File: config.mk
export PLATFORM = sky130hd
export DESIGN_NAME = lds_ctrl
export DESIGN_NICKNAME = d
export VERILOG_FILES = /design/src/hw/rtl/lds_pkg.sv /design/src/hw/rtl/lds_ctrl.sv
export SDC_FILE = /design/constraint.sdc
export NUM_CORES = 1
export LEC_CHECK = 0
export ABC_CLOCK_PERIOD_IN_PS = 2100
export BUFFER_PORTS_ARGS = -buffer_cell sky130_fd_sc_hd__buf_2
export CORE_MARGIN = 2
export CORE_UTILIZATION = 45
export CTS_BUF_LIST = sky130_fd_sc_hd__clkbuf_8
export DETAILED_ROUTE_END_ITERATION = 10
export PLACE_DENSITY = 0.68
export SKIP_CTS_REPAIR_TIMING = 1
export SLEW_MARGIN = 20
export SYNTH_ARGS = -nofsm -noshare
export SYNTH_HDL_FRONTEND = slang
export SYNTH_SLANG_ARGS = --single-unit
File: constraint.sdc
create_clock -name clk -period 2.1 [get_ports clk]
set_input_delay 0 -clock clk [delete_from_list [all_inputs] [get_ports clk]]
set_output_delay 0 -clock clk [all_outputs]
set_load 0.05 [all_outputs]
File: src/hw/rtl/lds_pkg.sv
// Shared types and constants for the Laplace direct-summation block.
// Used by controller, datapath, top level and checker; depends on nothing.
`default_nettype none

package lds_pkg;

  // Default capacity of the source store.
  localparam int MAX_SOURCES_DEF = 1024;

  // One stored source: {charge, z, y, x}, 32 bits each.
  localparam int SRC_W = 128;

  // round(2^32 / (4*pi)).
  localparam logic [28:0] COEF_Q32 = 29'd341782638;

  // Input command codes.
  typedef enum logic [1:0] {
    CMD_CLEAR  = 2'd0,
    CMD_APPEND = 2'd1,
    CMD_EVAL   = 2'd2
  } cmd_t;

  // Controller states.
  typedef enum logic [4:0] {
    ST_IDLE, ST_RD, ST_LOAD, ST_SQ, ST_SQF, ST_CHK, ST_NORM, ST_SQRT,
    ST_PDI, ST_PDIV, ST_PACC, ST_GLO, ST_GHI, ST_GSUM, ST_GDI, ST_GDIV,
    ST_GACC, ST_NEXT, ST_FIN
  } state_t;

  // Datapath operations, one per cycle.
  typedef enum logic [4:0] {
    OP_NONE, OP_TARGET, OP_LOAD, OP_SQ, OP_SQF, OP_NORM_INIT, OP_NORM,
    OP_SQRT_INIT, OP_SQRT, OP_PDIV_INIT, OP_DIV, OP_PACC, OP_GLO, OP_GHI,
    OP_GSUM, OP_GDIV_INIT, OP_GACC, OP_OUT
  } op_t;

  // Command from the controller to the datapath.
  typedef struct packed {
    op_t        op;
    logic [1:0] axis;
    logic       dropped;
  } dp_cmd_t;

  // Status from the datapath to the controller.
  typedef struct packed {
    logic r2_zero;
    logic norm_done;
    logic out_busy;
  } dp_status_t;

endpackage

`default_nettype wire

File: src/hw/rtl/lds_ctrl.sv
// Sequencer of the direct-summation block: command decode, source store
// bookkeeping and the per-source operation sequence. Uses lds_pkg.
`default_nettype none

module lds_ctrl #(
  parameter int MAX_SOURCES = lds_pkg::MAX_SOURCES_DEF,
  localparam int AW = (MAX_SOURCES > 1) ? $clog2(MAX_SOURCES) : 1
) (
  input  wire logic                clk,
  input  wire logic                rst_n,
  input  wire logic                cfg_wr_en,
  input  wire logic                cfg_wr_data,
  input  wire logic                in_valid,
  output logic                     in_stall,
  input  wire logic [1:0]          in_cmd,
  output logic                     ram_we,
  output logic [AW-1:0]            ram_waddr,
  output logic [AW-1:0]            ram_raddr,
  output lds_pkg::dp_cmd_t         dp_cmd,
  input  wire lds_pkg::dp_status_t dp_status
);

  import lds_pkg::*;

  localparam int CW = $clog2(MAX_SOURCES + 1);
  localparam logic [CW-1:0] MAX_CNT = CW'(MAX_SOURCES);

  state_t        state_r, state_nxt;
  logic [5:0]    cnt_r, cnt_nxt;
  logic [AW-1:0] idx_r, idx_nxt;
  logic [CW-1:0] count_r, count_nxt;
  logic          dropped_r, dropped_nxt;
  logic          grad_en_r;
  logic          in_acc;
  // Gradient axis, held while the divider uses the counter.
  logic [1:0]    gaxis_r;

  assign in_acc    = in_valid & ~in_stall;
  assign ram_waddr = count_r[AW-1:0];
  assign ram_raddr = idx_r;

  // Control registers.
  always_ff @(posedge clk) begin
    if (!rst_n) begin
      state_r   <= ST_IDLE;
      cnt_r     <= '0;
      idx_r     <= '0;
      count_r   <= '0;
      dropped_r <= 1'b0;
      grad_en_r <= 1'b1;
    end else begin
      state_r   <= state_nxt;
      cnt_r     <= cnt_nxt;
      idx_r     <= idx_nxt;
      count_r   <= count_nxt;
      dropped_r <= dropped_nxt;
      if (cfg_wr_en) begin
        grad_en_r <= cfg_wr_data;
      end
    end
  end

  // Next state and datapath commands.
  always_comb begin
    state_nxt       = state_r;
    cnt_nxt         = cnt_r;
    idx_nxt         = idx_r;
    count_nxt       = count_r;
    dropped_nxt     = dropped_r;
    in_stall        = (state_r != ST_IDLE);
    ram_we          = 1'b0;
    dp_cmd.op       = OP_NONE;
    dp_cmd.axis     = cnt_r[1:0];
    dp_cmd.dropped  = dropped_r;
    unique case (state_r)
      ST_IDLE: begin
        if (in_acc) begin
          case (in_cmd)
            CMD_CLEAR: begin
              count_nxt   = '0;
              dropped_nxt = 1'b0;
            end
            CMD_APPEND: begin
              if (count_r < MAX_CNT) begin
                ram_we    = 1'b1;
                count_nxt = count_r + 1'b1;
              end else begin
                dropped_nxt = 1'b1;
              end
            end
            CMD_EVAL: begin
              dp_cmd.op = OP_TARGET;
              idx_nxt   = '0;
              state_nxt = (count_r == '0) ? ST_FIN : ST_RD;
            end
            default: ;
          endcase
        end
      end
      // RAM read of the current source is in flight.
      ST_RD: state_nxt = ST_LOAD;
      ST_LOAD: begin
        dp_cmd.op = OP_LOAD;
        cnt_nxt   = '0;
        state_nxt = ST_SQ;
      end
      // One squared axis per cycle through the shared multiplier.
      ST_SQ: begin
        dp_cmd.op = OP_SQ;
        cnt_nxt   = cnt_r + 6'd1;
        if (cnt_r == 6'd2) begin
          state_nxt = ST_SQF;
        end
      end
      ST_SQF: begin
        dp_cmd.op = OP_SQF;
        state_nxt = ST_CHK;
      end
      ST_CHK: begin
        if (dp_status.r2_zero) begin
          state_nxt = ST_NEXT;
        end else begin
          dp_cmd.op = OP_NORM_INIT;
          state_nxt = ST_NORM;
        end
      end
      ST_NORM: begin
        if (dp_status.norm_done) begin
          dp_cmd.op = OP_SQRT_INIT;
          cnt_nxt   = '0;
          state_nxt = ST_SQRT;
        end else begin
          dp_cmd.op = OP_NORM;
        end
      end
      ST_SQRT: begin
        dp_cmd.op = OP_SQRT;
        cnt_nxt   = cnt_r + 6'd1;
        if (cnt_r == 6'd31) begin
          state_nxt = ST_PDI;
        end
      end
      ST_PDI: begin
        dp_cmd.op = OP_PDIV_INIT;
        cnt_nxt   = '0;
        state_nxt = ST_PDIV;
      end
      ST_PDIV: begin
        dp_cmd.op = OP_DIV;
        cnt_nxt   = cnt_r + 6'd1;
        if (cnt_r == 6'd63) begin
          state_nxt = ST_PACC;
        end
      end
      ST_PACC: begin
        dp_cmd.op = OP_PACC;
        cnt_nxt   = '0;
        state_nxt = grad_en_r ? ST_GLO : ST_NEXT;
      end
      // Gradient: cnt_r holds the axis until the divider starts.
      ST_GLO: begin
        dp_cmd.op = OP_GLO;
        state_nxt = ST_GHI;
      end
      ST_GHI: begin
        dp_cmd.op = OP_GHI;
        state_nxt = ST_GSUM;
      end
      ST_GSUM: begin
        dp_cmd.op = OP_GSUM;
        state_nxt = ST_GDI;
      end
      ST_GDI: begin
        dp_cmd.op = OP_GDIV_INIT;
        cnt_nxt   = '0;
        state_nxt = ST_GDIV;
      end
      // The divider counts 64 steps while the axis waits in gaxis_r.
      ST_GDIV: begin
        dp_cmd.op   = OP_DIV;
        dp_cmd.axis = gaxis_r;
        cnt_nxt     = cnt_r + 6'd1;
        if (cnt_r == 6'd63) begin
          state_nxt = ST_GACC;
        end
      end
      ST_GACC: begin
        dp_cmd.op   = OP_GACC;
        dp_cmd.axis = gaxis_r;
        cnt_nxt     = 6'(gaxis_r) + 6'd1;
        state_nxt   = (gaxis_r == 2'd2) ? ST_NEXT : ST_GLO;
      end
      ST_NEXT: begin
        idx_nxt   = idx_r + 1'b1;
        state_nxt = ((CW'(idx_r) + 1'b1) == count_r) ? ST_FIN : ST_RD;
      end
      ST_FIN: begin
        if (!dp_status.out_busy) begin
          dp_cmd.op = OP_OUT;
          state_nxt = ST_IDLE;
        end
      end
      default: state_nxt = ST_IDLE;
    endcase
  end

  // Axis register, loaded when the gradient divide starts.
  always_ff @(posedge clk) begin
    if (!rst_n) begin
      gaxis_r <= '0;
    end else if (state_r == ST_GDI) begin
      gaxis_r <= cnt_r[1:0];
    end
  end

endmodule

`default_nettype wire

==> metrics <==
outcome=completed; Synth Area in XOR/XNOR=0.07149; initial drt markers=238; dpl hpwl=5342 µm; sequential element share of the synthesized area=0.2674; via count=between 2000 and 3000; IO Pins=40; Synth Area in Compound Gates=0.2098; die area=6624 µm²; MaxCap Viol Count=0; EDFF count, synth=0; Final Wtd Congestion=between 0.9 and 1; H-tree depth=2; Area after DPL=roughly 3100 µm²; die width=81.39 µm; Post-Synth Adder-Cell Area=0.03250; CP required=2.27 ns; # port buffers=39; top area cells in the synthesized netlist=dfxtp_1 27%, nor2_1 6.5%, nand2_1 4.7%; YS warnings=0; drt first pass iters=6; CP Capture Type=flop; footprint of the multi-input gates=1839 µm²; Async SR Flop Fraction=0; Max Clk Rate=0.4901 GHz; post-route antenna net violation count=0; largest family of logic cells by synthesized area=simple AND/OR/NAND/NOR gates; Max clock buf depth=2; Design Power=2878 µW; mux cell area share after synthesis=0.01903; DR vias/cell=5.728; critical path arrival=2.21 ns; Crit path max-delay family=simple AND/OR/NAND/NOR gates; vias in the first global route=2414; # setup viols final=0; NumNets Final=431; All-Layer GR Usage=0.2232; register area=around 730 µm²; commonest cells in the netlist=47 x nor2_1, 36 x dfxtp_1, 34 x nand2_1; cts bufs inserted=5; area leader, netlist=dfxtp_1; DRC Markers=0; clock-pin transition on the worst setup and hold timing paths=approximately 0.07 ns; CTS tree=done; critical path cell sequence=or4_4 -> or4_4 -> and2_2 -> buf_4 -> a21oi_1 -> nor2_1; worst vdd ir=0.7788 mV; crit path max-delay cell type=or4_4; main flop type after synthesis=dfxtp_1; first-pass GRT wire length=around 12000 µm; flops & latches, synth=36; power density over the cells=864.6 nW/µm²; most common cell in the netlist=nor2_1; CP dominant cell by count=or4_4; endpoints failing hold=0; fin crit share=0.9717; worst path buffer plus inverter count=1; Slew headroom=0.6076; gr ovfl total=0; Clk Tree Root Cell=clkbuf_8; Final Cell Area=3328 µm²; max-slew violation count=0; Max stage delay on crit path=0.55 ns; Core Region=5851 µm²; proportion of layout cells with a drive suffix above 1=0.2778; Mapped Nets=378; Syn Std Cell Area=~2700 µm²; Area Growth Syn to Fin=23.49%; fillers=around 560; initial antenna violation count=0; Setup crit start kind=flop; clock skew=~0.0048 ns; clock sinks=36; # rows=28; largest net degree at the start of global routing=26; Synth Instances=between 300 and 400; top cell type's share of synthesized area=0.2674; Avg Inst Size Synth=7.466 µm²; worst-path fanout max=7; Setup CP Type=flop to flop; Leak Pwr=between 0.001 and 0.0015 µW; Post-Synth Simple-Gate Area=0.3171; Core Util, Final=0.5689; ant diodes=0; Clock Latency Late Sink=0.29 ns; pin slew with the least headroom to its limit=between 0.5 and 0.6 ns; Unique masters post-synth=62; crit path time final=roughly 2.0 ns; Avg WL per Cell=14.94 µm; Die Y=81.39 µm; Post-Route WL=7308 µm; Starting Density=0.4607; Hold Crit Class=primary input to flop
==> layout by cell type, fill, tap and decap left out, types with 3 or more instances in the layout <==
master | synthesis | layout
nand2_1 | 34 | 32
o21ai_0 | 20 | 19
a21oi_1 | 20 | 20
and4_1 | 5 | 5
o31a_1 | 3 | 3
nor2_1 | 47 | 45
dlygate4sd3_1 | 0 | 3
nor3_1 | 6 | 6
nand4b_1 | 4 | 4
buf_6 | 2 | 3
nand4_1 | 8 | 8
nand3b_1 | 4 | 4
dfxtp_2 | 0 | 8
nor2b_1 | 6 | 4
dfxtp_1 | 36 | 27
a21o_1 | 4 | 4
clkbuf_8 | 0 | 7
a221oi_1 | 3 | 3
xnor2_1 | 8 | 8
o21a_1 | 5 | 5
ha_1 | 7 | 7
nand3_1 | 12 | 11
buf_2 | 4 | 36
inv_1 | 9 | 9
xor2_1 | 14 | 14
a31oi_1 | 4 | 4
buf_4 | 11 | 35
nor4_1 | 6 | 4
o21ai_1 | 2 | 3
mux2i_1 | 4 | 4
and3_1 | 9 | 9
nand2b_1 | 8 | 8
==> cell families (layout without fill, tap and decap cells) <==
group	count (synthesis)	count (layout)
simple gates	163	164
compound gates	85	85
buf+inv	43	95
flops	36	36
xor+xnor	22	22
fa+ha+maj	7	7
mux	5	5
==> flip-flops by register name, summed over array words and instances, names as in the netlist <==
| signal | flops |
|---|---|
| state_r | 5 |
| dropped_r | 1 |
| cnt_r | 6 |
| gaxis_r | 2 |
| ram_raddr | 10 |
| grad_en_r | 1 |
| count_r | 11 |
==> metrics by stage <==
step           std cells  setup TNS, ns  worst slack [ns]  hold WS (ns)
4_1_cts              484        -0.1276          -0.09855      -0.08092
6_report             489              0           0.05943       0.05842
3_3_place_gp         477              0           0.05871        0.2130
2_1_floorplan        361              0        0.00004152        0.1284
5_1_grt              489      -0.001167         -0.001167       0.05304
3_5_place_dp         477              0           0.03930        0.2249
==> worst register-to-register path, delay by kind of cell, from the launching register on <==
family | cells | cell delay, ns
simple gates | 4 | 1.30
flops | 1 | 0.35
buf+inv | 1 | 0.14
compound gates | 1 | 0.13
==> layout make-up <==
type | count | area share
Clock buffer | 7 | 0.02895
Tap cell | 75 | 0.02820
Timing Repair Buffer | 78 | 0.1583
Multi-Input combinational cell | 283 | 0.5526
Inverter | 10 | 0.01128
Sequential cell | 36 | 0.2207
==> where the power goes <==
group / internal (µW) / total (µW) / switching, µW
sequential: 724 / 776 / 52.1
clock: 292 / 539 / 247
combinational: 642 / 1560 / 920
total: 1660 / 2880 / 1220
==> final timing paths <==
path | from | slack, ns | to | depth (start not counted)
worst min-delay path | rst_n | 0.06 | state_r[3] | 2
worst max-delay path | state_r[4] | 0.06 | ram_raddr[0] | 6
worst max register to register | state_r[4] | 0.06 | ram_raddr[0] | 6
worst min register to register | dropped_r | 0.48 | dropped_r | 2
==> metal layers <==
metal  wire (µm)  vias up  GRT usage
met2        3288       92     0.3352
met1        3541     1308     0.3266
met3         415        4    0.04222
met5           0        -          0
li1            -     1397          -
met4          63        0    0.05424
Note: power is estimated with default switching activity, not from simulation.
